==> src/rtl/sce_pkg.sv <==
`default_nettype none

package sce_pkg;

  // Fixed formats of the stream fields.
  localparam int unsigned TargetFrac = 14;
  localparam int unsigned TabFrac    = 16;
  localparam int unsigned OutFrac    = 11;
  localparam int unsigned TabW       = 16;
  localparam int unsigned OutW       = 17;
  localparam int unsigned XuW        = 33;
  localparam int unsigned SumW       = 34;
  localparam int unsigned SegCount   = 17;
  localparam int          ValueMax   = 65535;
  localparam int          ValueMin   = -65536;

  // Mode register codes.
  localparam logic MODE_LOSS = 1'b0;
  localparam logic MODE_GRAD = 1'b1;

  // Per-beat control that rides along the pipeline.
  typedef struct packed {
    logic mode;
    logic keep;
    logic pos;
    logic last;
  } ctrl_t;

  // Table knots every 0.5 in units of 2^-16: softplus(-a) for loss,
  // 1/(1+exp(a)) for gradient. Codes past the last knot (17 and up) are zero.
  function automatic logic [TabW-1:0] knot(input logic sel, input logic [4:0] i);
    logic [TabW-1:0] r;
    r = '0;
    if (sel == MODE_LOSS) begin
      case (i)
        5'd0:    r = 16'd45426;
        5'd1:    r = 16'd31069;
        5'd2:    r = 16'd20530;
        5'd3:    r = 16'd13200;
        5'd4:    r = 16'd8318;
        5'd5:    r = 16'd5170;
        5'd6:    r = 16'd3184;
        5'd7:    r = 16'd1950;
        5'd8:    r = 16'd1189;
        5'd9:    r = 16'd724;
        5'd10:   r = 16'd440;
        5'd11:   r = 16'd267;
        5'd12:   r = 16'd162;
        5'd13:   r = 16'd98;
        5'd14:   r = 16'd60;
        5'd15:   r = 16'd36;
        5'd16:   r = 16'd22;
        default: r = '0;
      endcase
    end else begin
      case (i)
        5'd0:    r = 16'd32768;
        5'd1:    r = 16'd24742;
        5'd2:    r = 16'd17625;
        5'd3:    r = 16'd11955;
        5'd4:    r = 16'd7812;
        5'd5:    r = 16'd4971;
        5'd6:    r = 16'd3108;
        5'd7:    r = 16'd1921;
        5'd8:    r = 16'd1179;
        5'd9:    r = 16'd720;
        5'd10:   r = 16'd439;
        5'd11:   r = 16'd267;
        5'd12:   r = 16'd162;
        5'd13:   r = 16'd98;
        5'd14:   r = 16'd60;
        5'd15:   r = 16'd36;
        5'd16:   r = 16'd22;
        default: r = '0;
      endcase
    end
    return r;
  endfunction

endpackage

`default_nettype wire

==> src/rtl/sigmoid_cross_entropy_unit.sv <==
`default_nettype none

// Sigmoid binary cross entropy with logits, one element per beat.
// Input stream s_*: tdata carries the logit (signed Q4.11) and the target
// (Q1.14, negative means ignore); tlast marks the last element of a tensor.
// Output stream m_*: tdata carries the value (signed Q5.11, saturated);
// tuser is the mask bit (0 for an ignored element, whose value is zero);
// tlast is passed through from the same element.
// The mode register (cfg_we/cfg_wdata) selects loss (0) or gradient (1);
// write it only while the pipeline is empty.
// An input beat passes through table fetch, multiply, combine, and
// round/saturate, each a registered stage, to the output beat.
// Throughput is one beat per cycle while the receiver takes beats. Each
// stage takes a new beat whenever it is empty or its successor moves, so
// bubbles collapse and the input keeps accepting while a finished result
// waits in the output register. When the receiver stalls, the pipeline
// fills and then s_tready drops; nothing is lost or repeated.
// Synchronous reset empties all stages and returns the mode to loss.
module sigmoid_cross_entropy_unit #(
  parameter int unsigned LOGIT_FRAC_BITS = 11
) (
  input  wire logic        clk,
  input  wire logic        rst,
  input  wire logic        cfg_we,
  input  wire logic        cfg_wdata,
  input  wire logic        s_tvalid,
  output logic             s_tready,
  input  wire logic [31:0] s_tdata,   // [15:0] logit, [31:16] target
  input  wire logic        s_tlast,
  output logic             m_tvalid,
  input  wire logic        m_tready,
  output logic [23:0]      m_tdata,   // [16:0] value, [23:17] zero
  output logic             m_tuser,   // [0] valid_mask
  output logic             m_tlast
);

  localparam int unsigned FracW = LOGIT_FRAC_BITS - 1;
  localparam int unsigned IpW   = sce_pkg::TabW + LOGIT_FRAC_BITS - 1;

  logic mode;

  logic                      a_valid;
  logic                      a_ready;
  sce_pkg::ctrl_t            a_ctrl;
  logic [sce_pkg::TabW-1:0]  a_base;
  logic [sce_pkg::TabW-1:0]  a_slope;
  logic [FracW-1:0]          a_frac;
  logic signed [15:0]        a_x;
  logic signed [16:0]        a_u;
  logic [14:0]               a_tgt;

  logic                      b_valid;
  logic                      b_ready;
  sce_pkg::ctrl_t            b_ctrl;
  logic [sce_pkg::TabW-1:0]  b_base;
  logic [IpW-1:0]            b_ip;
  logic signed [sce_pkg::XuW-1:0] b_xu;
  logic [14:0]               b_tgt;

  logic signed [sce_pkg::OutW-1:0] value;

  // Mode register.
  always_ff @(posedge clk) begin
    if (rst) begin
      mode <= sce_pkg::MODE_LOSS;
    end else if (cfg_we) begin
      mode <= cfg_wdata;
    end
  end

  sce_lut #(.LOGIT_FRAC_BITS(LOGIT_FRAC_BITS)) u_lut (
    .clk       (clk),
    .rst       (rst),
    .in_valid  (s_tvalid),
    .in_ready  (s_tready),
    .logit     (s_tdata[15:0]),
    .target    (s_tdata[31:16]),
    .last      (s_tlast),
    .mode      (mode),
    .out_valid (a_valid),
    .out_ready (a_ready),
    .ctrl      (a_ctrl),
    .base      (a_base),
    .slope     (a_slope),
    .frac      (a_frac),
    .x         (a_x),
    .u         (a_u),
    .tgt       (a_tgt)
  );

  sce_mul #(.LOGIT_FRAC_BITS(LOGIT_FRAC_BITS)) u_mul (
    .clk       (clk),
    .rst       (rst),
    .in_valid  (a_valid),
    .in_ready  (a_ready),
    .in_ctrl   (a_ctrl),
    .in_base   (a_base),
    .slope     (a_slope),
    .frac      (a_frac),
    .x         (a_x),
    .u         (a_u),
    .in_tgt    (a_tgt),
    .out_valid (b_valid),
    .out_ready (b_ready),
    .ctrl      (b_ctrl),
    .base      (b_base),
    .ip        (b_ip),
    .xu        (b_xu),
    .tgt       (b_tgt)
  );

  sce_res #(.LOGIT_FRAC_BITS(LOGIT_FRAC_BITS)) u_res (
    .clk       (clk),
    .rst       (rst),
    .in_valid  (b_valid),
    .in_ready  (b_ready),
    .in_ctrl   (b_ctrl),
    .base      (b_base),
    .ip        (b_ip),
    .xu        (b_xu),
    .tgt       (b_tgt),
    .out_valid (m_tvalid),
    .out_ready (m_tready),
    .value     (value),
    .mask      (m_tuser),
    .last      (m_tlast)
  );

  assign m_tdata = {7'd0, value};

endmodule

`default_nettype wire

==> src/rtl/sce_lut.sv <==
`default_nettype none

// First stage: magnitude, segment index and table knots.
module sce_lut #(
  parameter int unsigned LOGIT_FRAC_BITS = 11
) (
  input  wire logic                          clk,
  input  wire logic                          rst,
  input  wire logic                          in_valid,
  output logic                               in_ready,
  input  wire logic signed [15:0]            logit,
  input  wire logic signed [15:0]            target,
  input  wire logic                          last,
  input  wire logic                          mode,
  output logic                               out_valid,
  input  wire logic                          out_ready,
  output sce_pkg::ctrl_t                     ctrl,
  output logic [sce_pkg::TabW-1:0]           base,
  output logic [sce_pkg::TabW-1:0]           slope,
  output logic [LOGIT_FRAC_BITS-2:0]         frac,
  output logic signed [15:0]                 x,
  output logic signed [16:0]                 u,
  output logic [14:0]                        tgt
);

  localparam int unsigned Sh = LOGIT_FRAC_BITS - 1;
  localparam logic signed [16:0] OneQ14 = 17'(1 << sce_pkg::TargetFrac);

  logic               valid;
  logic [16:0]        ext;
  logic [16:0]        mag;
  logic [16:0]        seg;
  logic               far;
  logic [4:0]         i0;
  logic [4:0]         i1;
  logic [sce_pkg::TabW-1:0] k0;
  logic [sce_pkg::TabW-1:0] k1;
  logic signed [16:0] t_ext;
  logic signed [16:0] u_next;
  sce_pkg::ctrl_t     ctrl_next;

  // Magnitude of the logit and the table segment it falls in.
  always_comb begin
    ext   = {logit[15], logit};
    mag   = logit[15] ? (17'd0 - ext) : ext;
    seg   = mag >> Sh;
    far   = seg >= 17'(sce_pkg::SegCount);
    i0    = seg[4:0];
    i1    = i0 + 5'd1;
    k0    = far ? '0 : sce_pkg::knot(mode, i0);
    k1    = far ? '0 : sce_pkg::knot(mode, i1);
    t_ext = {target[15], target};
    u_next = logit[15] ? (17'sd0 - t_ext) : (OneQ14 - t_ext);
    ctrl_next.mode = mode;
    ctrl_next.keep = ~target[15];
    ctrl_next.pos  = ~logit[15];
    ctrl_next.last = last;
  end

  assign in_ready  = ~valid | out_ready;
  assign out_valid = valid;

  // Stage valid bit.
  always_ff @(posedge clk) begin
    if (rst) begin
      valid <= 1'b0;
    end else if (in_ready) begin
      valid <= in_valid;
    end
  end

  // Stage payload.
  always_ff @(posedge clk) begin
    if (in_ready) begin
      ctrl  <= ctrl_next;
      base  <= k0;
      slope <= k0 - k1;
      frac  <= mag[Sh-1:0];
      x     <= logit;
      u     <= u_next;
      tgt   <= target[14:0];
    end
  end

endmodule

`default_nettype wire

==> src/rtl/sce_mul.sv <==
`default_nettype none

// Second stage: interpolation product and the logit-times-target term.
module sce_mul #(
  parameter int unsigned LOGIT_FRAC_BITS = 11
) (
  input  wire logic                                    clk,
  input  wire logic                                    rst,
  input  wire logic                                    in_valid,
  output logic                                         in_ready,
  input  wire sce_pkg::ctrl_t                          in_ctrl,
  input  wire logic [sce_pkg::TabW-1:0]                in_base,
  input  wire logic [sce_pkg::TabW-1:0]                slope,
  input  wire logic [LOGIT_FRAC_BITS-2:0]              frac,
  input  wire logic signed [15:0]                      x,
  input  wire logic signed [16:0]                      u,
  input  wire logic [14:0]                             in_tgt,
  output logic                                         out_valid,
  input  wire logic                                    out_ready,
  output sce_pkg::ctrl_t                               ctrl,
  output logic [sce_pkg::TabW-1:0]                     base,
  output logic [sce_pkg::TabW+LOGIT_FRAC_BITS-2:0]     ip,
  output logic signed [sce_pkg::XuW-1:0]               xu,
  output logic [14:0]                                  tgt
);

  logic valid;

  assign in_ready  = ~valid | out_ready;
  assign out_valid = valid;

  // Stage valid bit.
  always_ff @(posedge clk) begin
    if (rst) begin
      valid <= 1'b0;
    end else if (in_ready) begin
      valid <= in_valid;
    end
  end

  // Two independent multipliers, each registered.
  always_ff @(posedge clk) begin
    if (in_ready) begin
      ctrl <= in_ctrl;
      base <= in_base;
      ip   <= slope * frac;
      xu   <= x * u;
      tgt  <= in_tgt;
    end
  end

endmodule

`default_nettype wire

==> src/rtl/sce_res.sv <==
`default_nettype none

// Third and fourth stages: combine into one fixed-point sum, then round,
// saturate and apply the ignore mask into the output register.
module sce_res #(
  parameter int unsigned LOGIT_FRAC_BITS = 11
) (
  input  wire logic                                    clk,
  input  wire logic                                    rst,
  input  wire logic                                    in_valid,
  output logic                                         in_ready,
  input  wire sce_pkg::ctrl_t                          in_ctrl,
  input  wire logic [sce_pkg::TabW-1:0]                base,
  input  wire logic [sce_pkg::TabW+LOGIT_FRAC_BITS-2:0] ip,
  input  wire logic signed [sce_pkg::XuW-1:0]          xu,
  input  wire logic [14:0]                             tgt,
  output logic                                         out_valid,
  input  wire logic                                    out_ready,
  output logic signed [sce_pkg::OutW-1:0]              value,
  output logic                                         mask,
  output logic                                         last
);

  localparam int unsigned Sh     = LOGIT_FRAC_BITS - 1;
  localparam int unsigned SumW   = sce_pkg::SumW;
  localparam int unsigned SpSh   = LOGIT_FRAC_BITS + sce_pkg::TargetFrac - sce_pkg::TabFrac;
  localparam int unsigned LossSh = LOGIT_FRAC_BITS + sce_pkg::TargetFrac - sce_pkg::OutFrac;
  localparam int unsigned GradSh = sce_pkg::TabFrac - sce_pkg::OutFrac;
  localparam int unsigned TgtSh  = sce_pkg::TabFrac - sce_pkg::TargetFrac;
  localparam logic [SumW-1:0] HalfLoss = SumW'(1) << (LossSh - 1);
  localparam logic [SumW-1:0] HalfGrad = SumW'(1) << (GradSh - 1);
  localparam logic [16:0] OneQ16 = 17'(1 << sce_pkg::TabFrac);
  localparam logic signed [SumW-1:0] VMax = SumW'(sce_pkg::ValueMax);
  localparam logic signed [SumW-1:0] VMin = SumW'(sce_pkg::ValueMin);

  logic                   v3;
  logic                   v4;
  logic                   ready4;
  sce_pkg::ctrl_t         c3;
  logic signed [SumW-1:0] sum;

  logic [sce_pkg::TabW-1:0] f;
  logic signed [SumW-1:0] sp_ext;
  logic signed [SumW-1:0] xu_ext;
  logic [16:0]            sig;
  logic [16:0]            tq;
  logic signed [SumW-1:0] sum_next;

  logic signed [SumW-1:0] biased;
  logic signed [SumW-1:0] r;
  logic signed [sce_pkg::OutW-1:0] sat;

  // Interpolated table value and the mode's pre-rounding sum.
  always_comb begin
    f      = base - ip[Sh +: sce_pkg::TabW];
    sp_ext = SumW'(f) << SpSh;
    xu_ext = SumW'(xu);
    sig    = in_ctrl.pos ? (OneQ16 - {1'b0, f}) : {1'b0, f};
    tq     = 17'(tgt) << TgtSh;
    if (in_ctrl.mode == sce_pkg::MODE_GRAD) begin
      sum_next = SumW'(sig) - SumW'(tq);
    end else begin
      sum_next = sp_ext + xu_ext;
    end
  end

  // Round half up, then clamp to the output range.
  always_comb begin
    if (c3.mode == sce_pkg::MODE_GRAD) begin
      biased = sum + HalfGrad;
      r      = biased >>> GradSh;
    end else begin
      biased = sum + HalfLoss;
      r      = biased >>> LossSh;
    end
    if (r > VMax) begin
      sat = VMax[sce_pkg::OutW-1:0];
    end else if (r < VMin) begin
      sat = VMin[sce_pkg::OutW-1:0];
    end else begin
      sat = r[sce_pkg::OutW-1:0];
    end
  end

  assign ready4    = ~v4 | out_ready;
  assign in_ready  = ~v3 | ready4;
  assign out_valid = v4;

  // Valid bits of both stages.
  always_ff @(posedge clk) begin
    if (rst) begin
      v3 <= 1'b0;
      v4 <= 1'b0;
    end else begin
      if (in_ready) begin
        v3 <= in_valid;
      end
      if (ready4) begin
        v4 <= v3;
      end
    end
  end

  // Sum register.
  always_ff @(posedge clk) begin
    if (in_ready) begin
      c3  <= in_ctrl;
      sum <= sum_next;
    end
  end

  // Output register; an ignored element gives zero with the mask low.
  always_ff @(posedge clk) begin
    if (ready4) begin
      value <= c3.keep ? sat : '0;
      mask  <= c3.keep;
      last  <= c3.last;
    end
  end

endmodule

`default_nettype wire

==> config.mk <==
export PLATFORM = sky130hd
export DESIGN_NAME = sigmoid_cross_entropy_unit
export DESIGN_NICKNAME = d
export VERILOG_FILES = /design/src/rtl/sce_pkg.sv /design/src/rtl/sigmoid_cross_entropy_unit.sv /design/src/rtl/sce_lut.sv /design/src/rtl/sce_mul.sv /design/src/rtl/sce_res.sv
export SDC_FILE = /design/constraint.sdc
export NUM_CORES = 2
export LEC_CHECK = 0
export BUFFER_PORTS_ARGS = -buffer_cell sky130_fd_sc_hd__buf_4
export CORE_ASPECT_RATIO = 1.5
export CORE_MARGIN = 4
export CORE_UTILIZATION = 60
export CTS_BUF_LIST = sky130_fd_sc_hd__clkbuf_4
export DETAILED_ROUTE_END_ITERATION = 8
export PLACE_DENSITY = 0.8
export SYNTH_ARGS = -nofsm -noshare
export SYNTH_HDL_FRONTEND = slang
export SYNTH_HIERARCHICAL = 1
export SYNTH_SLANG_ARGS = --single-unit
==> constraint.sdc <==
create_clock -name clk -period 13.6 [get_ports clk]
set_input_delay 4.08 -clock clk [delete_from_list [all_inputs] [get_ports clk]]
set_output_delay 4.08 -clock clk [all_outputs]
set_load 0.02 [all_outputs]
==> impl_metrics.toml <==
[clock_network]
cts_buffers = 59
clock_sinks = 229
holdBufCountCts = 0
clockBufferDepth = 3
clkLatencyLatePin_ns = 0.77
post_cts_resized = 0
tritoncts_clock_tree = "built"
h-tree-depth = 2
ctsRootBufferMaster = "sky130_fd_sc_hd__clkbuf_4"
clkTransAtPathRegs_ns = 0.07
cts.repair_timing.setup_buffer_count = 0

[die]
die_height_um = 280.0
initial_core_util_pct = 60.80
core_area_sq_um = 48680
dieArea_sq_um = 53020
design.portCount = 67
horizontal_die_dimension_um = 189.4
row_count = 99

[timing]
final_hold_violation_count = 0
min_period_over_period_pct = 71.79
min_period_ns = 9.763
tightestPinTransition_ns = 1.035
report.final.slew_viol_count = 0
setup_repair_after_global_routing_missed_its_margin = "no"
setup-violations-final = 0
achievable-frequency_mhz = 102.4
worst_clock_skew_ns = 0.03702
setup_tns_ns = 0
worst_slew_margin_rel_pct = 30.49

[grt]
gr-total-overflow = 0
grtUsageTotal_pct = 28.36
via_count_of_the_first_global_routing_pass = 24280
grt_antenna_before_repair = 3
grt_pass1_wl_um = 120200
largest_net_degree_at_the_start_of_global_routing = 75

[detailed_routing]
post_drt_wl_per_cell_um = 19.35
drt_pass1_iterations = 9
drc = 0
totalWireLength_um = 74030
num_vias = 22300
drtAntennaViolNets = 0
drt_iter0_drc = 1283
detail_route.vias_per_cell = 5.831

[synth]
synth_area_per_cell_sq_um = 9.567
syn_inst = 3094
yosysWarnings = 6
syn_area_sq_um = 29600

[critical_path]
crit_path_max_fanout = 34
path_class = "in2out"
crit_required_ns = 9.52
startpoint_type = "input port"
setup.worst_path.end_class = "primary output"
critical_path_arrival_ns = 5.68

[outcome]
status = "finished clean"

[place]
gpl.final_weighted_congestion = 0.9453
port-buffer-count = 59
detailed_place_hpwl_um = 59060

[final_layout]
final_nets = 3769
drive_gt1_share_pct = 7.459
total_of_fill_cells_in_the_finished_design = 3913
synthToLayoutAreaGrowth_pct = 5.901

[job]
max_cap_violations = 0

[hold_path]
timing.hold.worst.class = "reg2reg"
-- layout make-up --
type	instances	area (sq um)	share of cell area [%]
diodes	5	12.51	0.03992
clock buffers	77	578.1	1.844
clock inverters	32	240.2	0.7664
inverters	552	2072	6.610
multi-input cells	2198	20230	64.52
flip-flops and latches	229	6827	21.78
well taps	656	820.8	2.618
repair buffers	76	570.5	1.820
-- flip-flops by register name (all words and copies together), names as in the netlist, 15 cells and up --
register,count
u_res/value,17
u_mul/xu,29
u_mul/tgt,15
u_lut/x,15
u_lut/base,16
u_lut/slope,16
u_res/sum,30
u_mul/ip,16
u_lut/u,17
u_mul/base,16
-- worst paths after layout --
| kind | start | end | slack (ns) | cells past startpoint |
|---|---|---|---|---|
| setup / recovery | m_tready | s_tready | 3.84 | 7 |
| hold / removal | u_lut/tgt[5] | u_mul/tgt[5] | 0.42 | 0 |
| setup reg to reg | u_lut/x[4] | u_mul/xu[32] | 6.36 | 19 |
| hold reg to reg | u_lut/tgt[5] | u_mul/tgt[5] | 0.42 | 0 |
-- through the flow --
stage / utilization [%] / hold WS [ns] / instances / worst slack, ns / area [sq um]
after detailed placement: 62.69 / 0.4057 / 3711 / 3.247 / 30520
after floorplan: - / 0.4003 / 3100 / 0.9281 / 29620
after global routing: 64.38 / 0.4232 / 3823 / 3.550 / 31340
after CTS: 64.37 / 0.4167 / 3820 / 3.815 / 31330
final: 64.39 / 0.4170 / 3825 / 3.837 / 31350
after global placement: 62.69 / 0.4016 / 3711 / 3.299 / 30520
-- routing by layer --
layer / global-route usage (%) / vias up / wire length [um]
li1: - / 10140 / -
met2: 52.79 / 857 / 39760
met5: 0 / - / 0
met4: 15.37 / 0 / 4226
met3: 4.020 / 280 / 3629
met1: 31.04 / 11030 / 26410
-- critical path, stage by stage --
cell and delay (ns):
sky130_fd_sc_hd__buf_4 0.11, sky130_fd_sc_hd__nor2b_1 0.22, sky130_fd_sc_hd__nand2_1 0.08, sky130_fd_sc_hd__buf_4 0.26, sky130_fd_sc_hd__nand2b_4 0.24, sky130_fd_sc_hd__nand2b_4 0.39, sky130_fd_sc_hd__buf_4 0.30
-- cells in the final DEF (no fill, tap or decap), drive strengths merged, types with 20 or more instances in the layout --
master  instances
clkinv         29
fa            389
nor3           45
o21ai         106
edfxtp        224
a21oi         108
buf            76
xor2           50
a21o           40
nand3          54
clkbuf         77
xnor2         128
and2          206
inv           551
a211oi         21
and3           25
nor2          135
nand2         346
ha            225
nand2b         20
Power is not shown: default switching activity piles up to over one toggle a cycle in this logic, so the estimate is an artifact.
